**src/rtl/core/png_cp_pkg.sv**
```systemverilog
// ----------------------------------------------------------------------------
// png_cp_pkg
// Shared types, record codes and the byte-wide CRC-32 update for the PNG
// chunk parser.
// ----------------------------------------------------------------------------
package png_cp_pkg;

    typedef enum logic [1:0] {
        KIND_DATA    = 2'd0,
        KIND_SUMMARY = 2'd1,
        KIND_BAD_SIG = 2'd2
    } t_kind;

    typedef struct packed {
        logic [7:0] in_byte;
        logic       file_start;
    } t_in_beat;

    typedef struct packed {
        t_kind       kind;
        logic [7:0]  data_byte;
        logic [15:0] chunk_index;
        logic [31:0] chunk_type;
        logic [31:0] chunk_length;
        logic        crc_ok;
    } t_result;

    localparam logic [31:0] CRC_POLY  = 32'hEDB8_8320;
    localparam logic [31:0] CRC_ONES  = 32'hFFFF_FFFF;
    localparam logic [15:0] INDEX_MAX = 16'hFFFF;

    localparam logic [7:0] PNG_SIG [8] = '{
        8'h89, 8'h50, 8'h4E, 8'h47, 8'h0D, 8'h0A, 8'h1A, 8'h0A
    };

    // reflected CRC-32, one byte
    function automatic logic [31:0] crc_byte(input logic [31:0] crc,
                                             input logic [7:0]  b);
        logic [31:0] c;
        c = crc ^ {24'd0, b};
        for (int k = 0; k < 8; k++) begin
            c = c[0] ? ((c >> 1) ^ CRC_POLY) : (c >> 1);
        end
        return c;
    endfunction

endpackage

```
**src/rtl/core/png_cp_if.sv**
```systemverilog
// ----------------------------------------------------------------------------
// png_cp_if
// Valid/ready channels for the PNG chunk parser: byte input and records out.
// ----------------------------------------------------------------------------
interface png_cp_in_if;
    logic       valid;
    logic       ready;
    logic [7:0] in_byte;
    logic       file_start;

    modport source (output valid, output in_byte, output file_start, input ready);
    modport sink   (input valid, input in_byte, input file_start, output ready);
endinterface

interface png_cp_out_if;
    logic        valid;
    logic        ready;
    logic [1:0]  result_kind;
    logic [7:0]  data_byte;
    logic [15:0] chunk_index;
    logic [31:0] chunk_type;
    logic [31:0] chunk_length;
    logic        crc_ok;

    modport source (output valid, output result_kind, output data_byte,
                    output chunk_index, output chunk_type, output chunk_length,
                    output crc_ok, input ready);
    modport sink   (input valid, input result_kind, input data_byte,
                    input chunk_index, input chunk_type, input chunk_length,
                    input crc_ok, output ready);
endinterface

```
**src/rtl/core/png_chunk_parser_crc_check.sv**
```systemverilog
// ----------------------------------------------------------------------------
// png_chunk_parser_crc_check
// PNG byte stream parser: signature check, chunk walk, CRC-32 verdict.
//
//   channel  dir  beat
//   i_in     in   one file byte plus file_start flag
//   o_out    out  one record: data byte, chunk summary or bad signature
//
// One byte per cycle while o_out is not stalled; beats are registered at
// the input and records at the output. The CRC update is byte-wide XOR logic.
// Reset (i_rst_n low, synchronous) puts the parser in the signature phase.
// An output stall backs up into the input register; i_in.ready falls only
// when both registers are full.
// ----------------------------------------------------------------------------
module png_chunk_parser_crc_check (
    input  logic          i_clk,
    input  logic          i_rst_n,
    png_cp_in_if.sink     i_in,
    png_cp_out_if.source  o_out
);
    import png_cp_pkg::*;

    t_in_beat in_beat;
    t_in_beat reg_beat;
    logic     reg_valid;
    logic     take;
    logic     out_can_take;
    logic     res_valid;
    t_result  res;
    t_result  out_res;

    assign in_beat.in_byte    = i_in.in_byte;
    assign in_beat.file_start = i_in.file_start;

    png_cp_in_reg u_in_reg (
        .i_clk   (i_clk),
        .i_rst_n (i_rst_n),
        .i_valid (i_in.valid),
        .o_ready (i_in.ready),
        .i_beat  (in_beat),
        .i_take  (take),
        .o_valid (reg_valid),
        .o_beat  (reg_beat)
    );

    png_cp_parser u_parser (
        .i_clk       (i_clk),
        .i_rst_n     (i_rst_n),
        .i_valid     (reg_valid),
        .i_beat      (reg_beat),
        .i_out_ready (out_can_take),
        .o_take      (take),
        .o_res_valid (res_valid),
        .o_res       (res)
    );

    png_cp_out_reg u_out_reg (
        .i_clk      (i_clk),
        .i_rst_n    (i_rst_n),
        .i_valid    (res_valid),
        .i_res      (res),
        .o_can_take (out_can_take),
        .o_valid    (o_out.valid),
        .i_ready    (o_out.ready),
        .o_res      (out_res)
    );

    assign o_out.result_kind  = out_res.kind;
    assign o_out.data_byte    = out_res.data_byte;
    assign o_out.chunk_index  = out_res.chunk_index;
    assign o_out.chunk_type   = out_res.chunk_type;
    assign o_out.chunk_length = out_res.chunk_length;
    assign o_out.crc_ok       = out_res.crc_ok;

endmodule

```
**src/rtl/core/png_cp_in_reg.sv**
```systemverilog
// ----------------------------------------------------------------------------
// png_cp_in_reg
// Input register: holds one byte beat until the parser takes it.
// ----------------------------------------------------------------------------
module png_cp_in_reg (
    input  logic                  i_clk,
    input  logic                  i_rst_n,
    input  logic                  i_valid,
    output logic                  o_ready,
    input  png_cp_pkg::t_in_beat  i_beat,
    input  logic                  i_take,
    output logic                  o_valid,
    output png_cp_pkg::t_in_beat  o_beat
);
    import png_cp_pkg::*;

    logic     r_valid;
    t_in_beat r_beat;

    assign o_ready = !r_valid || i_take;
    assign o_valid = r_valid;
    assign o_beat  = r_beat;

    always_ff @(posedge i_clk) begin
        if (!i_rst_n) begin
            r_valid <= 1'b0;
        end else if (o_ready) begin
            r_valid <= i_valid;
        end
    end

    always_ff @(posedge i_clk) begin
        if (o_ready && i_valid) begin
            r_beat <= i_beat;
        end
    end

endmodule

```
**src/rtl/core/png_cp_parser.sv**
```systemverilog
// ----------------------------------------------------------------------------
// png_cp_parser
// Signature check, chunk field walk and running CRC, one byte per beat.
// ----------------------------------------------------------------------------
module png_cp_parser (
    input  logic                  i_clk,
    input  logic                  i_rst_n,
    input  logic                  i_valid,
    input  png_cp_pkg::t_in_beat  i_beat,
    input  logic                  i_out_ready,
    output logic                  o_take,
    output logic                  o_res_valid,
    output png_cp_pkg::t_result   o_res
);
    import png_cp_pkg::*;

    typedef enum logic [2:0] {
        PH_SIG  = 3'd0,
        PH_LEN  = 3'd1,
        PH_TYPE = 3'd2,
        PH_DATA = 3'd3,
        PH_CRC  = 3'd4,
        PH_DEAD = 3'd5
    } t_phase;

    t_phase      r_phase,  n_phase,  c_phase;
    logic [2:0]  r_cnt,    n_cnt,    c_cnt;
    logic [31:0] r_len,    n_len,    c_len;
    logic [31:0] r_rem,    n_rem,    c_rem;
    logic [31:0] r_type,   n_type,   c_type;
    logic [31:0] r_crc,    n_crc,    c_crc;
    logic [31:0] r_stored, n_stored, c_stored;
    logic [15:0] r_idx,    n_idx,    c_idx;
    logic        r_sig_bad, n_sig_bad, c_sig_bad;
    logic        emit;
    t_result     res;
    logic [7:0]  b;

    assign b           = i_beat.in_byte;
    assign o_take      = i_valid && i_out_ready;
    assign o_res_valid = o_take && emit;
    assign o_res       = res;

    always_comb begin
        c_phase   = r_phase;
        c_cnt     = r_cnt;
        c_len     = r_len;
        c_rem     = r_rem;
        c_type    = r_type;
        c_crc     = r_crc;
        c_stored  = r_stored;
        c_idx     = r_idx;
        c_sig_bad = r_sig_bad;
        if (i_beat.file_start) begin
            c_phase   = PH_SIG;
            c_cnt     = '0;
            c_len     = '0;
            c_rem     = '0;
            c_type    = '0;
            c_crc     = CRC_ONES;
            c_stored  = '0;
            c_idx     = '0;
            c_sig_bad = 1'b0;
        end

        n_phase   = c_phase;
        n_cnt     = c_cnt;
        n_len     = c_len;
        n_rem     = c_rem;
        n_type    = c_type;
        n_crc     = c_crc;
        n_stored  = c_stored;
        n_idx     = c_idx;
        n_sig_bad = c_sig_bad;
        emit      = 1'b0;

        res.kind         = KIND_DATA;
        res.data_byte    = '0;
        res.chunk_index  = c_idx;
        res.chunk_type   = c_type;
        res.chunk_length = c_len;
        res.crc_ok       = 1'b0;

        unique case (c_phase)
            PH_SIG: begin
                n_sig_bad = c_sig_bad || (b != PNG_SIG[c_cnt]);
                n_cnt     = c_cnt + 3'd1;
                if (c_cnt == 3'd7) begin
                    n_cnt = '0;
                    if (n_sig_bad) begin
                        n_phase          = PH_DEAD;
                        emit             = 1'b1;
                        res.kind         = KIND_BAD_SIG;
                        res.chunk_index  = '0;
                        res.chunk_type   = '0;
                        res.chunk_length = '0;
                    end else begin
                        n_phase = PH_LEN;
                        n_len   = '0;
                    end
                end
            end
            PH_LEN: begin
                n_len = {c_len[23:0], b};
                n_cnt = c_cnt + 3'd1;
                if (c_cnt == 3'd3) begin
                    n_cnt   = '0;
                    n_rem   = n_len;
                    n_type  = '0;
                    n_crc   = CRC_ONES;
                    n_phase = PH_TYPE;
                end
            end
            PH_TYPE: begin
                n_type = {c_type[23:0], b};
                n_crc  = crc_byte(c_crc, b);
                n_cnt  = c_cnt + 3'd1;
                if (c_cnt == 3'd3) begin
                    n_cnt    = '0;
                    n_stored = '0;
                    n_phase  = (c_rem == '0) ? PH_CRC : PH_DATA;
                end
            end
            PH_DATA: begin
                n_crc         = crc_byte(c_crc, b);
                emit          = 1'b1;
                res.data_byte = b;
                n_rem         = c_rem - 32'd1;
                if (c_rem == 32'd1) begin
                    n_stored = '0;
                    n_cnt    = '0;
                    n_phase  = PH_CRC;
                end
            end
            PH_CRC: begin
                n_stored = {c_stored[23:0], b};
                n_cnt    = c_cnt + 3'd1;
                if (c_cnt == 3'd3) begin
                    emit       = 1'b1;
                    res.kind   = KIND_SUMMARY;
                    res.crc_ok = ((c_crc ^ CRC_ONES) == n_stored);
                    if (c_idx != INDEX_MAX) begin
                        n_idx = c_idx + 16'd1;
                    end
                    n_cnt   = '0;
                    n_len   = '0;
                    n_phase = PH_LEN;
                end
            end
            default: begin
            end
        endcase
    end

    always_ff @(posedge i_clk) begin
        if (!i_rst_n) begin
            r_phase   <= PH_SIG;
            r_cnt     <= '0;
            r_len     <= '0;
            r_rem     <= '0;
            r_type    <= '0;
            r_crc     <= CRC_ONES;
            r_stored  <= '0;
            r_idx     <= '0;
            r_sig_bad <= 1'b0;
        end else if (o_take) begin
            r_phase   <= n_phase;
            r_cnt     <= n_cnt;
            r_len     <= n_len;
            r_rem     <= n_rem;
            r_type    <= n_type;
            r_crc     <= n_crc;
            r_stored  <= n_stored;
            r_idx     <= n_idx;
            r_sig_bad <= n_sig_bad;
        end
    end

endmodule

```
**src/rtl/core/png_cp_out_reg.sv**
```systemverilog
// ----------------------------------------------------------------------------
// png_cp_out_reg
// Result register: holds one record until the sink takes it.
// ----------------------------------------------------------------------------
module png_cp_out_reg (
    input  logic                 i_clk,
    input  logic                 i_rst_n,
    input  logic                 i_valid,
    input  png_cp_pkg::t_result  i_res,
    output logic                 o_can_take,
    output logic                 o_valid,
    input  logic                 i_ready,
    output png_cp_pkg::t_result  o_res
);
    import png_cp_pkg::*;

    logic    r_valid;
    t_result r_res;

    assign o_can_take = !r_valid || i_ready;
    assign o_valid    = r_valid;
    assign o_res      = r_res;

    always_ff @(posedge i_clk) begin
        if (!i_rst_n) begin
            r_valid <= 1'b0;
        end else if (o_can_take) begin
            r_valid <= i_valid;
        end
    end

    always_ff @(posedge i_clk) begin
        if (o_can_take && i_valid) begin
            r_res <= i_res;
        end
    end

endmodule
```
**src/flat_wrapper.sv**
```systemverilog
// flat-port wrapper written by rule: the top's interface ports become plain ports
module png_chunk_parser_crc_check_flat import png_cp_pkg::*;
  (i_clk, i_rst_n, i_in_valid, i_in_in_byte, i_in_file_start, i_in_ready, o_out_valid, o_out_result_kind, o_out_data_byte, o_out_chunk_index, o_out_chunk_type, o_out_chunk_length, o_out_crc_ok, o_out_ready);
  png_cp_in_if i_in_i ();
  png_cp_out_if o_out_i ();
  input  logic i_clk;
  input  logic i_rst_n;
  input wire logic [$bits(i_in_i.valid)-1:0] i_in_valid;
  input wire logic [$bits(i_in_i.in_byte)-1:0] i_in_in_byte;
  input wire logic [$bits(i_in_i.file_start)-1:0] i_in_file_start;
  output wire logic [$bits(i_in_i.ready)-1:0] i_in_ready;
  output wire logic [$bits(o_out_i.valid)-1:0] o_out_valid;
  output wire logic [$bits(o_out_i.result_kind)-1:0] o_out_result_kind;
  output wire logic [$bits(o_out_i.data_byte)-1:0] o_out_data_byte;
  output wire logic [$bits(o_out_i.chunk_index)-1:0] o_out_chunk_index;
  output wire logic [$bits(o_out_i.chunk_type)-1:0] o_out_chunk_type;
  output wire logic [$bits(o_out_i.chunk_length)-1:0] o_out_chunk_length;
  output wire logic [$bits(o_out_i.crc_ok)-1:0] o_out_crc_ok;
  input wire logic [$bits(o_out_i.ready)-1:0] o_out_ready;
  assign i_in_i.valid = i_in_valid;
  assign i_in_i.in_byte = i_in_in_byte;
  assign i_in_i.file_start = i_in_file_start;
  assign i_in_ready = i_in_i.ready;
  assign o_out_valid = o_out_i.valid;
  assign o_out_result_kind = o_out_i.result_kind;
  assign o_out_data_byte = o_out_i.data_byte;
  assign o_out_chunk_index = o_out_i.chunk_index;
  assign o_out_chunk_type = o_out_i.chunk_type;
  assign o_out_chunk_length = o_out_i.chunk_length;
  assign o_out_crc_ok = o_out_i.crc_ok;
  assign o_out_i.ready = o_out_ready;
  png_chunk_parser_crc_check u_core (.i_clk(i_clk), .i_rst_n(i_rst_n), .i_in(i_in_i), .o_out(o_out_i));
endmodule
```
**config.mk**
```make
export PLATFORM = sky130hd
export DESIGN_NAME = png_chunk_parser_crc_check_flat
export DESIGN_NICKNAME = d
export VERILOG_FILES = /design/src/rtl/core/png_cp_pkg.sv /design/src/rtl/core/png_cp_if.sv /design/src/rtl/core/png_chunk_parser_crc_check.sv /design/src/rtl/core/png_cp_in_reg.sv /design/src/rtl/core/png_cp_parser.sv /design/src/rtl/core/png_cp_out_reg.sv /design/src/flat_wrapper.sv
export SDC_FILE = /design/constraint.sdc
export NUM_CORES = 1
export LEC_CHECK = 0
export CAP_MARGIN = 10
export CORE_ASPECT_RATIO = 2
export CORE_UTILIZATION = 49
export CTS_CLUSTER_DIAMETER = 150
export CTS_CLUSTER_SIZE = 30
export DETAILED_ROUTE_END_ITERATION = 8
export DONT_BUFFER_PORTS = 1
export HOLD_SLACK_MARGIN = 0.15
export PLACE_DENSITY = 0.72
export SLEW_MARGIN = 10
export SYNTH_ARGS = -nofsm -noshare
export SYNTH_HDL_FRONTEND = slang
export SYNTH_SLANG_ARGS = --single-unit
```
**constraint.sdc**
```tcl
create_clock -name i_clk -period 8.1 [get_ports i_clk]
set_input_delay 1.62 -clock i_clk [delete_from_list [all_inputs] [get_ports i_clk]]
set_output_delay 1.62 -clock i_clk [all_outputs]
set_load 0.01 [all_outputs]
```
==> impl_metrics.prom <==
# TYPE chip_impl_metric gauge
chip_impl_metric{name="initial_core_util",unit="%"} 50.1
chip_impl_info{name="outcome",value="complete, no violations"} 1
chip_impl_metric{name="detail_route.iter0.violations",unit=""} 1094
chip_impl_metric{name="share_clk_of_total_power",unit="%"} 30.2
chip_impl_metric{name="synth.yosys.seq_area_share",unit="%"} 47.1
chip_impl_metric{name="net-switching-power",unit="uW"} 661
chip_impl_metric{name="post_drt_wl_per_cell",unit="microns"} 22.7
chip_impl_metric{name="post_cts_resized",unit=""} 0
chip_impl_metric{name="grt_start_max_net_pins",unit=""} 144
chip_impl_metric{name="routed_via_density",unit=""} 6.43
chip_impl_info{name="synthTopCellsByCount",value="dfxtp_1 (177), nand2_1 (112), nor2_1 (101)"} 1
chip_impl_metric{name="async_reset_ff_share",unit="%"} 0
chip_impl_metric{name="number_of_cell_instances_on_the_worst_register_to_register_path",unit=""} 12
chip_impl_info{name="crit-reg2reg-capture",value="u_core.u_out_reg.o_res[20]"} 1
chip_impl_metric{name="path_clk_slew",unit="ns"} 0.11
chip_impl_metric{name="reg2reg_setup_slack",unit="ns"} 3.22
chip_impl_metric{name="post-place-cells",unit=""} 1674
chip_impl_metric{name="p_comb_share",unit="%"} 12.5
chip_impl_info{name="path_cells",value="buf_4 > nor2b_1 > inv_1 > ha_1 > nand2b_1 > a31oi_1 > nor3_1 > or3_1 > a21oi_4 > buf_4 > o31a_2 > buf_12"} 1
chip_impl_info{name="cpMaxStageDelayCell",value="o31a_2"} 1
chip_impl_metric{name="layout_min_cycle_time",unit="ns"} 4.88
chip_impl_metric{name="nNetsFinal",unit=""} 1358
chip_impl_metric{name="worstHoldPathCells",unit=""} 1
chip_impl_metric{name="setup-violations-final",unit=""} 0
chip_impl_metric{name="vias_in_the_first_global_route",unit=""} 10451
chip_impl_metric{name="syn_area",unit="sq um"} 13900
chip_impl_metric{name="timing.max_slew.rel_slack",unit="%"} 16.1
chip_impl_metric{name="die_x",unit="microns"} 121
chip_impl_metric{name="cts_hold_buffers",unit=""} 0
chip_impl_metric{name="worst_hold_slack",unit="ns"} 0.499
chip_impl_info{name="timing.hold.worst_endpoint",value="u_core.u_parser.r_len[27]"} 1
chip_impl_metric{name="m1WireLength",unit="microns"} 13700
chip_impl_metric{name="antenna_found_initial",unit=""} 1
chip_impl_metric{name="post_route_non_filler_standard_cell_count",unit=""} 1696
chip_impl_info{name="synth.top_cells.by_area",value="dfxtp_1 (25%), edfxtp_1 (22%), xnor2_1 (4.5%)"} 1
chip_impl_metric{name="drt_pass1_iterations",unit=""} 5
chip_impl_info{name="worst_path_most_repeated_cell",value="buf_4"} 1
chip_impl_info{name="timing.critical_path.from_type",value="flop"} 1
chip_impl_metric{name="area_growth",unit="%"} 3.73
chip_impl_info{name="critical_path.endpoint_type",value="flop"} 1
chip_impl_metric{name="total_power_per_unit_cell_area",unit="nW/um^2"} 177
chip_impl_metric{name="tightestPinTransition",unit="ns"} 1.25
chip_impl_metric{name="detailedPlacementHpwl",unit="microns"} 26100
chip_impl_metric{name="peakVddDrop",unit="V"} 0.000117
chip_impl_info{name="topRoutingLayerUsed",value="met4"} 1
chip_impl_metric{name="cts_setup_buffers",unit=""} 0
chip_impl_metric{name="yosys_warnings",unit=""} 0
chip_impl_metric{name="skew_pair_late_insertion_delay",unit="ns"} 0.53
chip_impl_metric{name="synthesized_net_count",unit=""} 1448
chip_impl_metric{name="via_count",unit=""} 10898
chip_impl_metric{name="critical_path.max_stage_delay",unit="ns"} 0.80
chip_impl_info{name="yosys.cell_count.top_type",value="dfxtp_1"} 1
chip_impl_info{name="hp-start",value="u_core.u_parser.r_len[27]"} 1
chip_impl_metric{name="drcViolationCount",unit=""} 0
chip_impl_info{name="clock-root-buffer",value="clkbuf_16"} 1
chip_impl_metric{name="crit_arrival",unit="ns"} 5.07
chip_impl_metric{name="clock_tree.htree_level_count",unit=""} 1
chip_impl_metric{name="groute.usage.overall",unit="%"} 26.3
chip_impl_metric{name="finalWorstSetupSlack",unit="ns"} 3.22
chip_impl_metric{name="place.port_buffers",unit=""} 0
chip_impl_metric{name="clockBufferDepth",unit=""} 3
chip_impl_metric{name="worst_clock_skew",unit="ns"} 0.0346
chip_impl_metric{name="io-pin-count",unit=""} 106
chip_impl_metric{name="die_area",unit="sq um"} 29100
chip_impl_metric{name="maxCapViolCount",unit=""} 0
chip_impl_metric{name="global_route.overflow_total",unit=""} 0
chip_impl_metric{name="fin_crit_sh",unit="%"} 60.2
chip_impl_metric{name="critical_path_required",unit="ns"} 8.29
chip_impl_metric{name="core-area",unit="sq um"} 27800
chip_impl_metric{name="synth_largest_type_area_fraction",unit="%"} 25.5
chip_impl_metric{name="synth_enable_flop_cells",unit=""} 100
chip_impl_metric{name="post_route_cells_drive_above_1_share",unit="%"} 4.69
chip_impl_metric{name="cellLeakagePower",unit="uW"} 0.00464
chip_impl_info{name="clock_tree_from_tritoncts",value="done"} 1
chip_impl_info{name="worst_hold_path_type",value="flop to flop"} 1
chip_impl_metric{name="worst-path-max-fanout",unit=""} 84
chip_impl_metric{name="dieHeight",unit="microns"} 240
chip_impl_metric{name="p_int",unit="uW"} 1900
chip_impl_metric{name="syn-mean-instance-area",unit="sq um"} 9.75
chip_impl_metric{name="clock_sink_count",unit=""} 277
chip_impl_metric{name="grt_first_pass_wirelength",unit="microns"} 58800
chip_impl_metric{name="numCtsBuffers",unit=""} 13
chip_impl_metric{name="routed-wl-met2",unit="microns"} 20200
chip_impl_info{name="synth.largest_area_cell",value="dfxtp_1"} 1
chip_impl_metric{name="sequentialPowerShare",unit="%"} 57.3
chip_impl_info{name="critical_path.startpoint",value="u_core.u_in_reg.o_beat[0]"} 1
chip_impl_info{name="reg2reg_from",value="u_core.u_in_reg.o_beat[0]"} 1
chip_impl_info{name="setup.worst_path.class",value="flop to flop"} 1
chip_impl_metric{name="fmaxAchievable",unit="GHz"} 0.205
chip_impl_metric{name="antenna_left",unit=""} 0
chip_impl_metric{name="dpl_worst_slack",unit="ns"} 3.21
chip_impl_metric{name="drt_wl_total",unit="microns"} 38600
chip_impl_info{name="dominantRegCellSynth",value="dfxtp_1"} 1
chip_impl_metric{name="synth.lib_cells_used.distinct",unit=""} 78
chip_impl_metric{name="detailroute.wirelength.met3",unit="microns"} 1810
chip_impl_metric{name="setup_total_negative_slack",unit="ns"} 0
chip_impl_metric{name="synth-seq-cells",unit=""} 277
chip_impl_metric{name="netSwitchingFraction",unit="%"} 25.8
chip_impl_metric{name="layout.core_utilization",unit="%"} 52.0
chip_impl_metric{name="gp_congestion",unit=""} 0.954
chip_impl_metric{name="synthesis.instances",unit=""} 1427
chip_impl_info{name="rsz0062_at_grt",value="no"} 1
chip_impl_metric{name="final_number_of_max_transition_violations",unit=""} 0
chip_impl_metric{name="timing_hold_violations_final",unit=""} 0
chip_impl_metric{name="placementRows",unit=""} 86
## layout make-up
| class | count | area (sq um) |
|---|---|---|
| fillers | 2477 | 13300 |
| clock buffers | 19 | 348 |
| flip-flops and latches | 277 | 6550 |
| clock inverters | 2 | 38.8 |
| diodes | 1 | 2.50 |
| multi-input cells | 1010 | 6830 |
| well taps | 352 | 440 |
| repair buffers | 21 | 170 |
| inverters | 14 | 52.6 |
## critical path, delay by kind of cell (launching register included)
family          cells  cell delay [ns]
compound gates      3             1.12
buf+inv             4             1.46
flops               1             0.39
fa+ha+maj           1             0.28
simple gates        4             1.22
## per-layer routing
layer  vias up  global-route usage (%)
li1       5028                       -
met1      5311                    27.2
met2       407                    47.7
met3       152                    3.34
met4         0                    19.4
met5         -                       0
## kinds of logic (layout without fill, tap and decap cells)
logic type / Yosys count / after routing / synth area share, %
AND/OR/NAND/NOR: 502 / 502 / 19.4
AO/OA/AOI/OAI: 365 / 365 / 18.4
flip-flops: 277 / 277 / 47.1
buffers and inverters: 140 / 56 / 4.12
XOR/XNOR: 122 / 122 / 9.35
multiplexers: 13 / 13 / 0.971
adder cells (fa/ha/maj): 8 / 8 / 0.720
other: 0 / 1 / 0
## power groups by stage
stage	combinational [uW]	clock, uW	sequential [uW]
3_3_place_gp	313	0	1500
2_1_floorplan	270	0	1480
3_5_place_dp	317	0	1500
4_1_cts	318	785	1470
5_1_grt	342	828	1470
6_report	321	772	1470
## state kept, by name, indices dropped and copies added, names as in the netlist
register and flops:
u_core.u_parser.r_sig_bad 1, u_core.u_parser.r_stored 24, u_core.u_parser.r_len 32, u_core.u_in_reg.o_valid 1
u_core.u_parser.r_idx 16, u_core.u_in_reg.o_beat 9, u_core.u_parser.r_phase 3, u_core.u_parser.r_crc 32
u_core.u_out_reg.o_valid 1, u_core.u_parser.r_type 32, u_core.u_parser.r_cnt 3, u_core.u_out_reg.o_res 91
u_core.u_parser.r_rem 32
## worst max path at each step
stage	to	slack [ns]	depth (start not counted)
floorplan	u_core.u_out_reg.o_res[0]	2.13	16
global placement	u_core.u_out_reg.o_res[82]	3.31	12
detailed placement	u_core.u_out_reg.o_res[82]	3.21	12
CTS	u_core.u_out_reg.o_res[27]	3.20	12
global route	u_core.u_out_reg.o_res[27]	2.88	12
finish	u_core.u_out_reg.o_res[20]	3.22	12
## placed cells by master, fill, tap and decap left out, drive strengths merged, types with 15 or more instances in the layout
| cell type | instances |
|---|---|
| xor2 | 33 |
| o21ai | 68 |
| dfxtp | 177 |
| a22oi | 52 |
| inv | 15 |
| o22ai | 27 |
| a21oi | 62 |
| nor3b | 79 |
| buf | 21 |
| nor2 | 101 |
| xnor2 | 73 |
| nor4 | 16 |
| nor2b | 62 |
| clkbuf | 19 |
| edfxtp | 100 |
| a22o | 42 |
| nand2 | 112 |
| and2 | 23 |
| nand3 | 19 |
| nand4 | 19 |
| nor3 | 31 |
## through the flow
stage | cell area, sq um | total power (uW)
6_report | 14400 | 2560
5_1_grt | 14400 | 2640
4_1_cts | 14400 | 2570
3_5_place_dp | 14000 | 1810
3_3_place_gp | 14000 | 1810
2_1_floorplan | 13900 | 1750
Note: power is estimated with default switching activity, not from simulation.
